`src/hdl/ook_pulse_width_frame_encoder_unit_defines.svh`:
```
// ----------------------------------------------------------------------------
// OOK pulse-width frame encoder: assertion macros
// Shared macros for the concurrent checks in the encoder top level. Each
// macro expects signals named clk and arst_n in the enclosing module.
// ----------------------------------------------------------------------------
`ifndef OOK_PULSE_WIDTH_FRAME_ENCODER_UNIT_DEFINES_SVH
`define OOK_PULSE_WIDTH_FRAME_ENCODER_UNIT_DEFINES_SVH

// Same-cycle implication, checked outside reset.
`define OPFE_ASSERT_IMP(lbl, ante, cons, msg) \
	lbl: assert property (@(posedge clk) disable iff (!arst_n) (ante) |-> (cons)) \
		else $error(msg);

// Next-cycle implication, checked outside reset.
`define OPFE_ASSERT_NXT(lbl, ante, cons, msg) \
	lbl: assert property (@(posedge clk) disable iff (!arst_n) (ante) |=> (cons)) \
		else $error(msg);

`endif

```
`src/hdl/opfe_pkg.sv`:
```
// ----------------------------------------------------------------------------
// OOK pulse-width frame encoder package
// Register map, reset values and the configuration bundle type.
// ----------------------------------------------------------------------------
package opfe_pkg;

	// APB port geometry.
	localparam int CFG_AW = 5;
	localparam int CFG_DW = 32;

	// Register indexes (byte address is four times the index).
	localparam logic [2:0] REG_REPEAT_COUNT    = 3'd0;
	localparam logic [2:0] REG_ZERO_HALF_US    = 3'd1;
	localparam logic [2:0] REG_ONE_HALF_US     = 3'd2;
	localparam logic [2:0] REG_PREAMBLE_ZEROS  = 3'd3;
	localparam logic [2:0] REG_GAP_US          = 3'd4;
	localparam logic [2:0] REG_CHECKSUM_ENABLE = 3'd5;
	localparam logic [2:0] REG_CHECKSUM_OFFSET = 3'd6;

	// Reset values of the registers.
	localparam logic [3:0]  RST_REPEAT_COUNT    = 4'd10;
	localparam logic [11:0] RST_ZERO_HALF_US    = 12'd400;
	localparam logic [11:0] RST_ONE_HALF_US     = 12'd600;
	localparam logic [5:0]  RST_PREAMBLE_ZEROS  = 6'd24;
	localparam logic [15:0] RST_GAP_US          = 16'd10000;
	localparam logic        RST_CHECKSUM_ENABLE = 1'b0;
	localparam logic [7:0]  RST_CHECKSUM_OFFSET = 8'd6;

	// Configuration as seen by the encoder core.
	typedef struct packed {
		logic [3:0]  repeat_count;
		logic [11:0] zero_half_us;
		logic [11:0] one_half_us;
		logic [5:0]  preamble_zeros;
		logic [15:0] gap_us;
		logic        checksum_enable;
		logic [7:0]  checksum_offset;
	} opfe_cfg_t;

endpackage

```
`src/hdl/opfe_ram.sv`:
```
// ----------------------------------------------------------------------------
// Generic single-write, single-read RAM
// One write port and one read port; the read data is registered.
// ----------------------------------------------------------------------------
module opfe_ram #(
	parameter int WIDTH = 8,
	parameter int DEPTH = 16
) (
	input  logic                     clk,
	input  logic                     we,
	input  logic [$clog2(DEPTH)-1:0] waddr,
	input  logic [WIDTH-1:0]         wdata,
	input  logic [$clog2(DEPTH)-1:0] raddr,
	output logic [WIDTH-1:0]         rdata
);

	logic [WIDTH-1:0] mem_q [DEPTH];
	logic [WIDTH-1:0] rdata_q;

	// Write port and registered read port.
	always_ff @(posedge clk) begin
		if (we) begin
			mem_q[waddr] <= wdata;
		end
		rdata_q <= mem_q[raddr];
	end

	assign rdata = rdata_q;

endmodule

```
`src/hdl/opfe_regs.sv`:
```
// ----------------------------------------------------------------------------
// OOK pulse-width frame encoder register file
// APB slave holding the seven configuration registers of the encoder.
// ----------------------------------------------------------------------------
module opfe_regs (
	input  logic                       clk,
	input  logic                       arst_n,
	input  logic                       psel,
	input  logic                       penable,
	input  logic                       pwrite,
	input  logic [opfe_pkg::CFG_AW-1:0] paddr,
	input  logic [opfe_pkg::CFG_DW-1:0] pwdata,
	output logic [opfe_pkg::CFG_DW-1:0] prdata,
	output logic                       pready,
	output opfe_pkg::opfe_cfg_t        cfg
);
	import opfe_pkg::*;

	opfe_cfg_t  cfg_q;
	logic       wr_en;
	logic [2:0] reg_idx;

	assign pready  = 1'b1;
	assign reg_idx = paddr[CFG_AW-1:2];
	assign wr_en   = psel && penable && pwrite && pready;

	// Register writes; unknown indexes are ignored.
	always_ff @(posedge clk or negedge arst_n) begin
		if (!arst_n) begin
			cfg_q.repeat_count    <= RST_REPEAT_COUNT;
			cfg_q.zero_half_us    <= RST_ZERO_HALF_US;
			cfg_q.one_half_us     <= RST_ONE_HALF_US;
			cfg_q.preamble_zeros  <= RST_PREAMBLE_ZEROS;
			cfg_q.gap_us          <= RST_GAP_US;
			cfg_q.checksum_enable <= RST_CHECKSUM_ENABLE;
			cfg_q.checksum_offset <= RST_CHECKSUM_OFFSET;
		end else if (wr_en) begin
			case (reg_idx)
				REG_REPEAT_COUNT:    cfg_q.repeat_count    <= pwdata[3:0];
				REG_ZERO_HALF_US:    cfg_q.zero_half_us    <= pwdata[11:0];
				REG_ONE_HALF_US:     cfg_q.one_half_us     <= pwdata[11:0];
				REG_PREAMBLE_ZEROS:  cfg_q.preamble_zeros  <= pwdata[5:0];
				REG_GAP_US:          cfg_q.gap_us          <= pwdata[15:0];
				REG_CHECKSUM_ENABLE: cfg_q.checksum_enable <= pwdata[0];
				REG_CHECKSUM_OFFSET: cfg_q.checksum_offset <= pwdata[7:0];
				default: ;
			endcase
		end
	end

	// Read-back multiplexer.
	always_comb begin
		case (reg_idx)
			REG_REPEAT_COUNT:    prdata = CFG_DW'(cfg_q.repeat_count);
			REG_ZERO_HALF_US:    prdata = CFG_DW'(cfg_q.zero_half_us);
			REG_ONE_HALF_US:     prdata = CFG_DW'(cfg_q.one_half_us);
			REG_PREAMBLE_ZEROS:  prdata = CFG_DW'(cfg_q.preamble_zeros);
			REG_GAP_US:          prdata = CFG_DW'(cfg_q.gap_us);
			REG_CHECKSUM_ENABLE: prdata = CFG_DW'(cfg_q.checksum_enable);
			REG_CHECKSUM_OFFSET: prdata = CFG_DW'(cfg_q.checksum_offset);
			default:             prdata = '0;
		endcase
	end

	assign cfg = cfg_q;

endmodule

```
`src/hdl/ook_pulse_width_frame_encoder_unit.sv`:
```
// ----------------------------------------------------------------------------
// OOK pulse-width frame encoder
// Buffers message bytes and sends them as a repeated on-off keyed frame of
// pulse-width coded bits, one line level per microsecond tick item.
// ----------------------------------------------------------------------------
// Usage:
// The input stream carries one item per command. tuser selects the kind:
// 0 loads the byte in tdata into the message buffer, with tlast marking
// the final byte that starts transmission; 1 is a one microsecond tick.
// Every accepted item gives exactly one result item on the output stream:
// tdata bit 0 is the line level, bit 1 the busy flag, tlast is set on the
// tick that ends the last repeat, and tuser flags a dropped load.
// Each result is registered in the output register when its item is
// accepted. Throughput is one item per clock when not stalled: the whole
// step is one pass through the sequencer's next-state logic, the bits of
// each stored byte are shifted out of an eight-bit shift register, with
// the next byte fetched from the message RAM ahead of use, and the
// checksum byte is picked bit by bit from the current sum and offset.
// If the receiver stalls, the result is held and the input is stalled
// until the output register is taken. Reset returns the sequencer to idle
// with an empty buffer and loads the register defaults; the buffer needs
// no clearing pass. Configuration is written over the APB port.
// ----------------------------------------------------------------------------
`include "ook_pulse_width_frame_encoder_unit_defines.svh"

module ook_pulse_width_frame_encoder_unit #(
	parameter int MAX_BYTES = 16
) (
	input  logic                        clk,
	input  logic                        arst_n,
	// Input stream.
	input  logic                        s_tvalid,
	output logic                        s_tready,
	input  logic [7:0]                  s_tdata,  // [7:0] byte_value
	input  logic                        s_tuser,  // [0] command
	input  logic                        s_tlast,  // last_byte
	// Output stream.
	output logic                        m_tvalid,
	input  logic                        m_tready,
	output logic [7:0]                  m_tdata,  // [0] line_level, [1] busy_res, [7:2] zero
	output logic                        m_tuser,  // [0] load_dropped
	output logic                        m_tlast,  // frame_done
	// Configuration port.
	input  logic                        psel,
	input  logic                        penable,
	input  logic                        pwrite,
	input  logic [opfe_pkg::CFG_AW-1:0] paddr,
	input  logic [opfe_pkg::CFG_DW-1:0] pwdata,
	output logic [opfe_pkg::CFG_DW-1:0] prdata,
	output logic                        pready
);
	import opfe_pkg::*;

	localparam int AW = $clog2(MAX_BYTES);
	localparam int TW = $clog2(MAX_BYTES + 1);
	localparam int IW = $clog2(MAX_BYTES + 2);

	typedef enum logic [2:0] {
		PH_IDLE,
		PH_PREAMBLE,
		PH_SYNC,
		PH_DATA,
		PH_PARITY,
		PH_TRAILER,
		PH_GAP
	} phase_t;

	opfe_cfg_t cfg;

	phase_t        phase_q, n_phase;
	logic [TW-1:0] byte_total_q, n_total;
	logic [7:0]    sum_q, n_sum;
	logic [3:0]    rep_q, n_rep;
	logic [IW-1:0] byte_idx_q, n_byte;
	logic [5:0]    bit_idx_q, n_bit;
	logic          par_q, n_par;
	logic          half_q, n_half;
	logic [15:0]   time_q, n_time;
	logic [7:0]    sr_q, n_sr;

	logic          m_tvalid_q;
	logic          level_q, busy_q, done_q, drop_q;
	logic          level_c, busy_c, done_c, drop_c;

	logic          in_acc;
	logic          wr_en;
	logic [AW-1:0] rd_addr;
	logic [7:0]    rd_data;
	logic [IW-1:0] idx_inc;
	logic [IW-1:0] frame_len;
	logic [7:0]    cks;
	logic          cks_byte;
	logic          cur_bit;

	// Half period of a bit; a programmed zero acts as one.
	function automatic logic [15:0] half_len(input logic b, input opfe_cfg_t c);
		logic [11:0] d;
		d = b ? c.one_half_us : c.zero_half_us;
		return (d == '0) ? 16'd1 : {4'd0, d};
	endfunction

	opfe_regs u_regs (
		.clk     (clk),
		.arst_n  (arst_n),
		.psel    (psel),
		.penable (penable),
		.pwrite  (pwrite),
		.paddr   (paddr),
		.pwdata  (pwdata),
		.prdata  (prdata),
		.pready  (pready),
		.cfg     (cfg)
	);

	// Message buffer; the read port prefetches the byte after the current one.
	opfe_ram #(
		.WIDTH (8),
		.DEPTH (MAX_BYTES)
	) u_ram (
		.clk   (clk),
		.we    (wr_en),
		.waddr (byte_total_q[AW-1:0]),
		.wdata (s_tdata),
		.raddr (rd_addr),
		.rdata (rd_data)
	);

	assign in_acc   = s_tvalid && s_tready;
	assign s_tready = !m_tvalid_q || m_tready;

	// Read address: byte zero outside the data bytes, else the next byte.
	assign idx_inc = byte_idx_q + 1'b1;
	always_comb begin
		if ((phase_q == PH_DATA || phase_q == PH_PARITY) && idx_inc < IW'(MAX_BYTES)) begin
			rd_addr = idx_inc[AW-1:0];
		end else begin
			rd_addr = '0;
		end
	end

	assign frame_len = IW'(byte_total_q) + IW'(cfg.checksum_enable);
	assign cks       = sum_q + cfg.checksum_offset;

	// Positions past the stored bytes carry the checksum, read from the
	// current sum and offset on every bit.
	assign cks_byte  = (byte_idx_q >= IW'(byte_total_q));

	// Bit being sent in the current phase.
	always_comb begin
		case (phase_q)
			PH_SYNC:   cur_bit = 1'b1;
			PH_DATA:   cur_bit = cks_byte ? cks[3'd7 - bit_idx_q[2:0]] : sr_q[7];
			PH_PARITY: cur_bit = par_q;
			default:   cur_bit = 1'b0;
		endcase
	end

	// Sequencer next state for one accepted item.
	always_comb begin
		logic       enter;
		logic       ebit;
		logic       sbyte;
		logic       end_rep;
		logic       start_rep;
		logic       par_new;
		logic [6:0] bit_inc;
		logic [3:0] rep_inc;
		logic [3:0] rep_cnt;

		n_phase   = phase_q;
		n_total   = byte_total_q;
		n_sum     = sum_q;
		n_rep     = rep_q;
		n_byte    = byte_idx_q;
		n_bit     = bit_idx_q;
		n_par     = par_q;
		n_half    = half_q;
		n_time    = time_q;
		n_sr      = sr_q;
		level_c   = 1'b0;
		busy_c    = 1'b0;
		done_c    = 1'b0;
		drop_c    = 1'b0;
		wr_en     = 1'b0;
		enter     = 1'b0;
		ebit      = 1'b0;
		sbyte     = 1'b0;
		end_rep   = 1'b0;
		start_rep = 1'b0;
		par_new   = par_q ^ cur_bit;
		bit_inc   = {1'b0, bit_idx_q} + 7'd1;
		rep_inc   = rep_q + 4'd1;
		rep_cnt   = (cfg.repeat_count == '0) ? 4'd1 : cfg.repeat_count;

		if (in_acc) begin
			if (!s_tuser) begin
				// Byte load: only taken while idle and with room left.
				if (phase_q != PH_IDLE) begin
					drop_c = 1'b1;
				end else begin
					if (byte_total_q < TW'(MAX_BYTES)) begin
						wr_en   = 1'b1;
						n_total = byte_total_q + 1'b1;
						n_sum   = sum_q + s_tdata;
					end else begin
						drop_c = 1'b1;
					end
					if (s_tlast) begin
						n_rep     = '0;
						start_rep = 1'b1;
					end
				end
			end else if (phase_q != PH_IDLE) begin
				// Tick: report the level held, then count down the segment.
				busy_c  = 1'b1;
				level_c = (phase_q != PH_GAP) && !half_q;
				if (time_q <= 16'd1) begin
					if (phase_q == PH_GAP) begin
						end_rep = 1'b1;
					end else if (!half_q) begin
						n_half = 1'b1;
						n_time = half_len(cur_bit, cfg);
					end else begin
						case (phase_q)
							PH_PREAMBLE: begin
								n_bit = bit_inc[5:0];
								enter = 1'b1;
								if (bit_inc >= {1'b0, cfg.preamble_zeros}) begin
									n_phase = PH_SYNC;
									ebit    = 1'b1;
								end else begin
									n_phase = PH_PREAMBLE;
								end
							end
							PH_SYNC: begin
								n_byte = '0;
								sbyte  = 1'b1;
							end
							PH_DATA: begin
								n_par = par_new;
								n_bit = bit_inc[5:0];
								n_sr  = {sr_q[6:0], 1'b0};
								enter = 1'b1;
								if (bit_inc >= 7'd8) begin
									n_phase = PH_PARITY;
									ebit    = par_new;
								end else begin
									n_phase = PH_DATA;
									ebit    = cks_byte ? cks[3'd7 - bit_inc[2:0]] : sr_q[6];
								end
							end
							PH_PARITY: begin
								n_byte = byte_idx_q + 1'b1;
								sbyte  = 1'b1;
							end
							default: begin
								if (cfg.gap_us == '0) begin
									end_rep = 1'b1;
								end else begin
									n_phase = PH_GAP;
									n_half  = 1'b0;
									n_time  = cfg.gap_us;
								end
							end
						endcase
					end
				end else begin
					n_time = time_q - 16'd1;
				end
			end

			// Start of a byte: load the shift register or go to the trailer.
			if (sbyte) begin
				n_bit = '0;
				n_par = 1'b0;
				enter = 1'b1;
				if (n_byte < frame_len) begin
					n_phase = PH_DATA;
					n_sr    = (n_byte < IW'(byte_total_q)) ? rd_data : cks;
					ebit    = n_sr[7];
				end else begin
					n_phase = PH_TRAILER;
					ebit    = 1'b0;
				end
			end

			// End of a repeat: next repeat or back to idle.
			if (end_rep) begin
				if (rep_inc == '0 || rep_inc >= rep_cnt) begin
					n_phase = PH_IDLE;
					n_rep   = '0;
					n_byte  = '0;
					n_bit   = '0;
					n_par   = 1'b0;
					n_half  = 1'b0;
					n_time  = '0;
					n_total = '0;
					n_sum   = '0;
					done_c  = 1'b1;
				end else begin
					n_rep     = rep_inc;
					start_rep = 1'b1;
				end
			end

			// Start of a repeat: preamble, or the sync bit when it is empty.
			if (start_rep) begin
				n_bit = '0;
				enter = 1'b1;
				if (cfg.preamble_zeros != '0) begin
					n_phase = PH_PREAMBLE;
					ebit    = 1'b0;
				end else begin
					n_phase = PH_SYNC;
					ebit    = 1'b1;
				end
			end

			// Entering a bit begins its high half.
			if (enter) begin
				n_half = 1'b0;
				n_time = half_len(ebit, cfg);
			end

			// A load reports the state after it.
			if (!s_tuser) begin
				busy_c  = (n_phase != PH_IDLE);
				level_c = (n_phase != PH_IDLE) && (n_phase != PH_GAP) && !n_half;
			end
		end
	end

	// Sequencer state and output register.
	always_ff @(posedge clk or negedge arst_n) begin
		if (!arst_n) begin
			phase_q      <= PH_IDLE;
			byte_total_q <= '0;
			sum_q        <= '0;
			rep_q        <= '0;
			byte_idx_q   <= '0;
			bit_idx_q    <= '0;
			par_q        <= 1'b0;
			half_q       <= 1'b0;
			time_q       <= '0;
			sr_q         <= '0;
			m_tvalid_q   <= 1'b0;
			level_q      <= 1'b0;
			busy_q       <= 1'b0;
			done_q       <= 1'b0;
			drop_q       <= 1'b0;
		end else begin
			if (in_acc) begin
				phase_q      <= n_phase;
				byte_total_q <= n_total;
				sum_q        <= n_sum;
				rep_q        <= n_rep;
				byte_idx_q   <= n_byte;
				bit_idx_q    <= n_bit;
				par_q        <= n_par;
				half_q       <= n_half;
				time_q       <= n_time;
				sr_q         <= n_sr;
				m_tvalid_q   <= 1'b1;
				level_q      <= level_c;
				busy_q       <= busy_c;
				done_q       <= done_c;
				drop_q       <= drop_c;
			end else if (m_tready) begin
				m_tvalid_q <= 1'b0;
			end
		end
	end

	assign m_tvalid = m_tvalid_q;
	assign m_tdata  = {6'd0, busy_q, level_q};
	assign m_tuser  = drop_q;
	assign m_tlast  = done_q;

	// Checks on the sequencer.
	`OPFE_ASSERT_NXT(a_done_idle, in_acc && done_c, phase_q == PH_IDLE && byte_total_q == '0, "frame end did not return to idle with an empty buffer")
	`OPFE_ASSERT_NXT(a_busy_drop, in_acc && !s_tuser && phase_q != PH_IDLE, m_tvalid_q && drop_q, "load during a frame was not flagged as dropped")
	`OPFE_ASSERT_IMP(a_level_busy, m_tvalid_q && level_q, busy_q, "line driven high outside a frame")
	`OPFE_ASSERT_IMP(a_total_bound, 1'b1, byte_total_q <= TW'(MAX_BYTES), "byte count beyond buffer depth")

endmodule
```
`config.mk`:
```
export PLATFORM = sky130hd
export DESIGN_NAME = ook_pulse_width_frame_encoder_unit
export DESIGN_NICKNAME = d
export VERILOG_FILES = /design/src/hdl/opfe_pkg.sv /design/src/hdl/opfe_ram.sv /design/src/hdl/opfe_regs.sv /design/src/hdl/ook_pulse_width_frame_encoder_unit.sv
export VERILOG_INCLUDE_DIRS = /design/src /design/src/hdl
export SDC_FILE = /design/constraint.sdc
export NUM_CORES = 1
export LEC_CHECK = 0
export ABC_AREA = 1
export BUFFER_PORTS_ARGS = -buffer_cell sky130_fd_sc_hd__buf_2
export CAP_MARGIN = 40
export CELL_PAD_IN_SITES_DETAIL_PLACEMENT = 1
export CELL_PAD_IN_SITES_GLOBAL_PLACEMENT = 1
export CORE_ASPECT_RATIO = 1.4
export CORE_MARGIN = 8
export CORE_UTILIZATION = 35
export DETAILED_ROUTE_END_ITERATION = 8
export PLACE_DENSITY = 0.66
export SLEW_MARGIN = 0
export SYNTH_ARGS = -nofsm -noshare
export SYNTH_HDL_FRONTEND = slang
export SYNTH_SLANG_ARGS = --single-unit
```
`constraint.sdc`:
```
create_clock -name clk -period 3.8 [get_ports clk]
set_input_delay 0.76 -clock clk [delete_from_list [all_inputs] [get_ports clk]]
set_output_delay 0.76 -clock clk [all_outputs]
set_load 0.005 [all_outputs]
```
==> metrics, run 1 <==
proportion of synthesized chip area in sequential cells 48.62%; Seq pwr share 33.7%; horizontal die dimension 188.1 um; Worst EP required 4290 ps; area growth from synthesis to final layout 23.16%; Final ANT Viol Nets 0; count of input and output buffers 57; average routed wire per standard cell 20.44 um; #FFs+latches synth 257; per-instance average area after synthesis 8.668 um^2; cts hold-fix bufs 0; Final Instance Count excl. Fillers 2,431; share of the clock period used by the worst path 104.0%; number of failing hold endpoints at the final stage 0; Rows 88; effective utilization at floorplan 35.33%; PnR worst setup slack -150.2 ps; dpl hpwl 37.08 mm; max-slew violation count 0; area of the die 0.04832 mm^2; Clk pin slew, worst setup/hold paths 60 ps; antenna violations before repair 0; final worst path period need 3950 ps; FMAX 253.2 MHz; total of endpoints with negative setup slack in the final report 7; Post-Syn Instances 1,674; warnings from Yosys 0; routed via count divided by cell count 5.253; clock share of power 27.3%; power density normalized to cell area 605.1 mW/mm^2; cell seen most often among critical-path stages sky130_fd_sc_hd__nand2_1; switching portion of total power 37.87%; share of final-layout standard cells stronger than drive strength 1 20.94%; commonest cells after routing, fill and taps aside sky130_fd_sc_hd__nand2_1, sky130_fd_sc_hd__inv_1, sky130_fd_sc_hd__buf_4, sky130_fd_sc_hd__o21ai_0, sky130_fd_sc_hd__nor2_1; internal power of the cells 6718 uW; kind of launch point of the worst setup path flip-flop; Crit path arrival time 4440 ps; count of distinct cell types in the synthesized netlist 59; Core Box Area 0.04107 mm^2; maximum number of buffers from clock root to sink 3; violations in the final reports setup timing; drt initial violations 522; post-synthesis async set-or-reset flop share 47.08%; Hold Slack 207.5 ps; slowest cell on the critical path sky130_fd_sc_hd__dfrtp_1; most common cell after layout, fill and taps aside sky130_fd_sc_hd__nand2_1; worst min-delay path category in2async; clock tree skew after final layout 24.82 ps; most used routing layer in global routing met2; NetSw 4095 uW; Worst path max stage delay 390 ps; relative contribution of combinational cells to total power 39.0%; total instance count after detailed placement 2,364; CTS buffer count 28; gp weighted congestion 0.8855; met1 Usage GRT 20.64%; number of antenna diodes 0; largest voltage drop on the vdd net 469.1 uV; transition time at the pin with the least slew margin 865.5 ps; Clock Sink Count 257; area of the mapped netlist 0.01451 mm^2; M2 GR Usage 38.57%; unrepaired setup endpoints after global routing true; largest net degree at the start of global routing 71; prevailing post-synth register cell sky130_fd_sc_hd__edfxtp_1; Die H 256.9 um; met3 track demand over resource 2.152%; vias in the first global route 13,840; Setup CP Type reg2reg; Worst-Skew Late Latency 580 ps; total global routing track utilization 19.90%; H-tree depth 1; Design Area, Final 0.01787 mm^2; Pre-antenna DRT Iters 5; layout net count 1,974; Routed Wire Length 49.69 mm; number of enable flip-flop cells after synthesis 128; CTS tree done; Overflow after GRT 0; post-detailed-placement cell area 0.01635 mm^2; Remaining DRCs 0; Static Leak 0.007575 uW; result of the run finished, violations left; via count 12,770; clk root buf sky130_fd_sc_hd__clkbuf_16; global-route wire length before repair 76.64 mm; I/O pin count 99; total power 10,810 uW; tightest slew margin relative to the limit 41.69%; kind of capture point of the worst setup path flip-flop; CP Max Fanout 6; max-cap check violation count 0
-- final cells by class --
type | count | area [um^2]
fillers | 4865 | 23200
flip-flops and latches | 257 | 7056
multi-input cells | 1160 | 6784
repair buffers | 226 | 1637
inverters | 196 | 739.5
clock buffers | 33 | 719.4
well taps | 540 | 675.6
clock inverters | 19 | 260.3
-- stage by stage --
step / utilization [%] / TNS [ps] / setup WS, ps
global placement: 39.82 / -2265 / -365.2
global route: 43.51 / -3231 / -464.2
finish: 43.51 / -402.7 / -150.2
floorplan: - / 0 / 6.324
CTS: 42.35 / -126.7 / -126.7
detailed placement: 39.82 / -3329 / -462.1
-- power by group through the flow --
stage	Combinational, uW	Clock [uW]	Sequential (uW)
final	4220	2950	3640
after global routing	4690	3110	3700
after CTS	4010	3010	3630
after detailed placement	3940	0	3680
after global placement	3780	0	3670
after floorplan	2410	0	3600
-- cell families (layout without fill, tap and decap cells) --
kind of cell / after synthesis / in the layout / synth area share, %
and+or+nand+nor: 658 / 659 / 19.29
AOI/OAI and AO/OA: 367 / 367 / 15.51
buffers and inverters: 279 / 474 / 8.131
DFF: 257 / 257 / 48.62
adders and majority gates: 51 / 51 / 4.501
muxes: 32 / 32 / 2.207
xor gates and xnor gates: 28 / 28 / 1.690
other: 2 / 23 / 0.05176
-- synth_stat cells (34+ instances only) --
master | instances | area, um^2
sky130_fd_sc_hd__o221ai_1 | 44 | 385.4
sky130_fd_sc_hd__a21oi_1 | 64 | 320.3
sky130_fd_sc_hd__edfxtp_1 | 128 | 3844
sky130_fd_sc_hd__inv_1 | 183 | 686.9
sky130_fd_sc_hd__o211ai_1 | 34 | 255.2
sky130_fd_sc_hd__nand3_1 | 93 | 465.5
sky130_fd_sc_hd__dfrtp_1 | 103 | 2577
sky130_fd_sc_hd__nor2_1 | 144 | 540.5
sky130_fd_sc_hd__clkbuf_1 | 49 | 183.9
sky130_fd_sc_hd__o21ai_0 | 155 | 775.7
sky130_fd_sc_hd__nand2_1 | 343 | 1287
sky130_fd_sc_hd__ha_1 | 49 | 613.1
-- sequential cells by signal, indices dropped and copies added (netlist names), 3 cells and up --
name / cells
bit_idx_q: 6
byte_idx_q: 5
byte_total_q: 5
phase_q: 3
rep_q: 4
sr_q: 8
sum_q: 8
time_q: 16
u_ram.mem_q: 128
u_ram.rdata: 8
u_regs.cfg: 59
-- layer usage --
metal	share of wire [%]	up-vias
met5	0	-
met4	5.8	0
met3	2.7	122
met2	54	222
met1	37	6317
li1	-	6109
-- worst paths after layout --
| kind | startpoint | cells past startpoint | to | slack [ps] |
|---|---|---|---|---|
| worst min-delay path | arst_n | 1 | time_q[14] | 210 |
| min in group clk | pwdata[1] | 3 | u_regs.cfg[56] | 410 |
| max in group asynchronous | arst_n | 2 | u_regs.cfg[47] | 2720 |
| worst max register to register | time_q[8] | 30 | time_q[0] | -150 |
| worst min register to register | m_tuser | 2 | m_tuser | 490 |
| worst max-delay path | time_q[8] | 30 | time_q[0] | -150 |
-- critical path, delay by kind of cell (launching register included) --
kind	cells	cell delay, ps
and+or+nand+nor	24	2410
AOI/OAI and AO/OA	3	490
DFF	1	390
buffers and inverters	2	290
adders and majority gates	1	280
-- what timing repair did --
item / CTS / global route
resized for setup: 19 / 79
endpoints found under the setup margin: 14 / 14
buffers inserted: 0 / 14
cloned: 0 / 1
pin swaps: 9 / 53
Power figures use the tool's default switching activity.
==> run 2, diff against run 1 <==
Settings changed: CELL_PAD_IN_SITES_DETAIL_PLACEMENT 1 to 0, CELL_PAD_IN_SITES_GLOBAL_PLACEMENT 1 to 2, CORE_UTILIZATION 35 to 34, PLACE_DENSITY 0.66 to 0.77.
==> run 2 against run 1 <==
Net effect:
- the run now ends clean
- global-route usage decreased by 1.3 points
- via count down 3.4%
- register-to-register slack better by 200 ps
- first-iteration DRC count is 26% higher
- routed wire length fell by 6.1%
- critical path type unchanged
- largest cell class unchanged
==> metrics, run 2 (synthesis gave the netlist of run 1 again) <==
clk root buf sky130_fd_sc_hd__clkbuf_16; Worst path max stage delay 390 ps (about the same); Static Leak 0.007517 uW (-0.78%); I/O pin count 99 (unchanged); effective utilization at floorplan 34.47% (-0.86 points); result of the run finished clean; Clock Sink Count 257 (unchanged); Hold Slack 207.6 ps (+0.09600 ps); Setup CP Type reg2reg; number of failing hold endpoints at the final stage 0 (unchanged); via count 12,330 (-3.4%); relative contribution of combinational cells to total power 38.7% (-0.3 points); Pre-antenna DRT Iters 6 (+1); largest net degree at the start of global routing 66 (-7.0%); max-cap check violation count 0 (unchanged); area growth from synthesis to final layout 21.70%; total global routing track utilization 18.62% (-1.3 points); Clk pin slew, worst setup/hold paths 70 ps (about the same); NetSw 4015 uW (-2.0%); Core Box Area 0.04209 mm^2 (+2.5%); switching portion of total power 38.20% (+0.33 points); slowest cell on the critical path sky130_fd_sc_hd__dfrtp_1; antenna violations before repair 0 (unchanged); FMAX 266.8 MHz (+5.4%); average routed wire per standard cell 19.17 um (-6.2%); transition time at the pin with the least slew margin 835.4 ps (-30.13 ps); final worst path period need 3748 ps (-201.9 ps); most common cell after layout, fill and taps aside sky130_fd_sc_hd__nand2_1; H-tree depth 1 (unchanged); share of the clock period used by the worst path 98.64% (-5.3 points); number of flip-flops in the largest register 128 (unchanged); horizontal die dimension 190.6 um (+1.3%); total of endpoints with negative setup slack in the final report 0 (-7); number of antenna diodes 0 (unchanged); kind of launch point of the worst setup path flip-flop; layout net count 1,970 (-0.20%); routed via count divided by cell count 5.066 (-3.6%); Final ANT Viol Nets 0 (unchanged); CTS tree done; CTS buffer count 29 (+3.6%); gp weighted congestion 0.8763 (-1.0%); area of the die 0.04964 mm^2 (+2.7%); Rows 89 (+1.1%); commonest cells after routing, fill and taps aside sky130_fd_sc_hd__nand2_1, sky130_fd_sc_hd__inv_1, sky130_fd_sc_hd__buf_4, sky130_fd_sc_hd__o21ai_0, sky130_fd_sc_hd__nor2_1; tightest slew margin relative to the limit 43.72% (+2.0 points); Routed Wire Length 46.67 mm (-6.1%); cts hold-fix bufs 0 (unchanged); kind of capture point of the worst setup path flip-flop; Die H 260.4 um (+1.4%); max-slew violation count 0 (unchanged); Remaining DRCs 0 (unchanged); internal power of the cells 6497 uW (-3.3%); number of cells on the worst reg-to-reg path 30 (unchanged); Worst EP required 4300 ps (about the same); vias in the first global route 12,580 (-9.1%); global-route wire length before repair 72.08 mm (-6.0%); power density normalized to cell area 595.3 mW/mm^2 (-1.6%); clock share of power 26.6% (-0.7 points); Worst-Skew Late Latency 570 ps (about the same); utilization after layout 41.95% (-1.6 points); Overflow after GRT 0 (unchanged); cell seen most often among critical-path stages sky130_fd_sc_hd__nor2_2; count of input and output buffers 57 (unchanged); unrepaired setup endpoints after global routing true; worst min-delay path category in2async; register-to-register setup slack 50 ps (+200 ps); maximum number of buffers from clock root to sink 3 (unchanged); share of final-layout standard cells stronger than drive strength 1 20.13% (-0.81 points); Seq pwr share 34.7% (+1.0 points); dpl hpwl 35.30 mm (-4.8%); largest voltage drop on the vdd net 388.4 uV (-17%); drt initial violations 657 (+26%); CP Max Fanout 7 (+1); clock tree skew after final layout 10.59 ps (-14.23 ps); largest register by flop count u_ram.mem_q; Crit path arrival time 4250 ps (-190 ps)
==> run 2: cell types whose count changed in the layout (fill, tap and decap cells not counted), sizes merged <==
cell,before,now
clkinvlp,3,4
clkbuf,33,32
buf,226,221
inv,190,193
clkinv,16,19
bufinv,6,2
==> run 2: stage by stage <==
| stage | setup WS, ps | power (uW) | setup TNS [ps] | std cells | instance area, um^2 |
|---|---|---|---|---|---|
| after floorplan | 6.324 | 6011 | 0 | 1695 | 14600 |
| after global placement | -294.0 | 7501 | -1988 | 2372 | 16360 |
| after detailed placement | -270.5 | 7558 | -1796 | 2373 | 16370 |
| after CTS | 1.352 | 10470 | 0 | 2429 | 17430 |
| after global routing | -204.8 | 11210 | -659.2 | 2434 | 17660 |
| final | 51.73 | 10510 | 0 | 2434 | 17660 |
==> run 2: path summary, 6_finish.rpt <==
path / from / end
worst max-delay path: time_q[8] / time_q[0]
worst min-delay path: arst_n / u_regs.cfg[23]
worst max register to register: time_q[8] / time_q[0]
worst min register to register: u_regs.cfg[16] / u_regs.cfg[16]
max in group asynchronous: arst_n / u_regs.cfg[1]
min in group clk: pwdata[7] / u_regs.cfg[7]
==> run 2: layout make-up <==
| class | count | area (um^2) |
|---|---|---|
| Fill cell | 4279 | 24430 |
| Multi-Input combinational cell | 1160 | 6656 |
| Sequential cell | 257 | 7054 |
| Clock buffer | 32 | 747.0 |
| Clock inverter | 22 | 206.4 |
| Timing Repair Buffer | 221 | 1572 |
| Inverter | 196 | 739.5 |
| Tap cell | 546 | 683.2 |
==> run 2: metal layers <==
layer  vias up  GRT usage, %  wire length [um]
li1       6107             -                 -
met1      5846         19.96             17650
met2       290         36.54             25760
met3        87         2.017              1604
met4         0         6.887              1653
met5         -             0                 0
==> run 2: worst max-delay path: cells and delay by family (launching register included) <==
| kind | cells | cell delay [ps] |
|---|---|---|
| fa+ha+maj | 1 | 260 |
| flops | 1 | 390 |
| buf+inv | 3 | 260 |
| compound gates | 5 | 740 |
| simple gates | 21 | 2030 |
==> run 2: power groups by stage <==
stage | Combinational (uW) | Sequential, uW | Clock [uW]
6_report | 4070 | 3650 | 2800
5_1_grt | 4550 | 3690 | 2970
4_1_cts | 3940 | 3640 | 2880
3_5_place_dp | 3870 | 3690 | 0
3_3_place_gp | 3820 | 3680 | 0
2_1_floorplan | 2410 | 3600 | 0
==> run 2: timing repair <==
action,CTS,global route
setup buffers,1,5
endpoints found under the setup margin,14,15
resized for setup,19,49
pin swaps,11,35
gates cloned,1,0
==> run 3, diff against run 2 <==
Settings changed: CELL_PAD_IN_SITES_DETAIL_PLACEMENT 0 to default, CELL_PAD_IN_SITES_GLOBAL_PLACEMENT 2 to default, CORE_UTILIZATION 34 to 44, PLACE_DENSITY 0.77 to 0.64.
==> run 3 against run 2 <==
Net effect:
- the run now ends with setup timing left
- first-iteration DRC count grew 39%
- largest power group unchanged
- routed wire length down 8.7%
- combinational power is 3% lower
- die area decreased by 21%
- clock skew grew 6.7 ps
- sequential power about the same
- core utilization up 12 points
==> metrics, run 3 (synthesis gave the netlist of run 1 again) <==
result of the run finished, violations left; violations in the final reports setup timing; number of failing hold endpoints at the final stage 0 (unchanged); Rows 78 (-12%); most common cell after layout, fill and taps aside sky130_fd_sc_hd__nand2_1; vias in the first global route 12,670 (+0.69%); area of the die 0.03913 mm^2 (-21%); power density normalized to cell area 605.3 mW/mm^2 (+1.7%); largest voltage drop on the vdd net 410.2 uV (+5.6%); gp weighted congestion 0.9494 (+8.3%); pre-CTS WS -438.5 ps (-168.0 ps); Die H 230.9 um (-11%); number of antenna diodes 0 (unchanged); multi-input logic area 0.006626 mm^2 (-0.45%); share of final-layout standard cells stronger than drive strength 1 18.44% (-1.7 points); CTS tree done; dpl hpwl 31.34 mm (-11%); horizontal die dimension 169.5 um (-11%); Register Area 0.007054 mm^2 (unchanged); Remaining DRCs 0 (unchanged); count of input and output buffers 57 (unchanged); slowest cell on the critical path sky130_fd_sc_hd__dfrtp_1; I/O pin count 99 (unchanged); Overflow after GRT 0 (unchanged); Pre-antenna DRT Iters 5 (-1); Clk pin slew, worst setup/hold paths 70 ps (about the same); clk root buf sky130_fd_sc_hd__clkbuf_16; number of flip-flops in the largest register 128 (unchanged); FMAX 256.1 MHz (-4.0%); effective utilization at floorplan 44.65% (+10 points); kind of capture point of the worst setup path flip-flop; Final ANT Viol Nets 0 (unchanged); drt initial violations 916 (+39%); total of endpoints with negative setup slack in the final report 3 (+3); Routed Wire Length 42.63 mm (-8.7%); H-tree depth 1 (unchanged); largest net degree at the start of global routing 40 (-39%); max-slew violation count 0 (unchanged); layout net count 1,944 (-1.3%); transition time at the pin with the least slew margin 837.4 ps (+1.976 ps); area growth from synthesis to final layout 19.78%; max-cap check violation count 0 (unchanged); via count 12,590 (+2.1%); Clock Sink Count 257 (unchanged); Crit path arrival time 4390 ps (+140 ps); routed via count divided by cell count 5.473 (+8.0%); final worst path period need 3905 ps (+156.5 ps); average routed wire per standard cell 18.54 um (-3.3%); clock tree skew after final layout 17.28 ps (+6.687 ps); PnR worst setup slack -104.8 ps (-156.5 ps); aggregate negative setup slack -169.5 ps (-169.5 ps); Worst EP required 4290 ps (about the same); Static Leak 0.007471 uW (-0.61%); worst min-delay path category in2async; total power 10,520 uW (about the same); unrepaired setup endpoints after global routing true; tightest slew margin relative to the limit 43.59% (-0.13 points); kind of launch point of the worst setup path flip-flop; maximum number of buffers from clock root to sink 3 (unchanged); share of the clock period used by the worst path 102.8% (+4.1 points); total global routing track utilization 21.38% (+2.8 points); Core Box Area 0.03250 mm^2 (-23%); commonest cells after routing, fill and taps aside sky130_fd_sc_hd__nand2_1, sky130_fd_sc_hd__inv_1, sky130_fd_sc_hd__o21ai_0, sky130_fd_sc_hd__nor2_1, sky130_fd_sc_hd__buf_4; Setup CP Type reg2reg; total of fill cells in the finished design 3,057 (-29%); cts hold-fix bufs 0 (unchanged); global-route wire length before repair 66.59 mm (-7.6%); Worst path max stage delay 390 ps (about the same); CTS buffer count 27 (-6.9%); antenna violations before repair 0 (unchanged); Worst-Skew Late Latency 550 ps (-20 ps); largest register by flop count u_ram.mem_q; CP Max Fanout 7 (unchanged)
==> run 3: repair_timing <==
item,CTS,global route
gates resized for setup,21,38
setup endpoints to repair,14,20
pin swaps,14,27
setup buffers,9,3
gates cloned,1,0
==> run 3: path summary, 6_finish.rpt <==
path	cells after the start	slack [ps]	start	to
min in group clk	3	450	pwdata[13]	u_regs.cfg[22]
setup / recovery	31	-100	time_q[10]	time_q[0]
hold / removal	1	180	arst_n	time_q[12]
hold reg to reg	2	490	u_regs.cfg[52]	u_regs.cfg[52]
max in group asynchronous	3	2670	arst_n	u_regs.cfg[28]
setup reg to reg	31	-100	time_q[10]	time_q[0]
==> run 3: area by class of cell <==
class / count / area share (%)
clock buffers: 32 / 4.190
clock inverters: 18 / 1.476
well taps: 440 / 3.168
multi-input cells: 1160 / 38.13
repair buffers: 197 / 8.200
flip-flops and latches: 257 / 40.59
inverters: 196 / 4.255
==> run 3: through the flow <==
step                      util, %  instance area (um^2)  cells  hold slack [ps]
final                       53.48                 17380   2300            176.7
after detailed placement    49.30                 16020   2237            475.1
after CTS                   52.96                 17210   2297            179.7
after floorplan                 -                 14600   1695            453.0
after global routing        53.48                 17380   2300            212.2
after global placement      49.21                 15990   2235            466.9
==> run 3: power breakdown <==
| group | internal, uW | switching [uW] |
|---|---|---|
| Clock | 1780 | 1160 |
| Combinational | 1560 | 2380 |
| Sequential | 3310 | 335 |
| Total | 6650 | 3870 |
==> run 3: worst max-delay path: cells and delay by family, from the launching register on <==
family          cells  cell delay, ps
compound gates      4             500
fa+ha+maj           1             210
buf+inv             3             460
flops               1             390
simple gates       23            2270
==> run 3: layer usage <==
layer	vias to the layer above	part of all wire [%]	GRT usage [%]
met1	5988	37	22.55
met3	132	4.8	2.528
met2	431	52	40.38
met4	0	5.8	11.92
met5	-	0	0
li1	6038	-	-
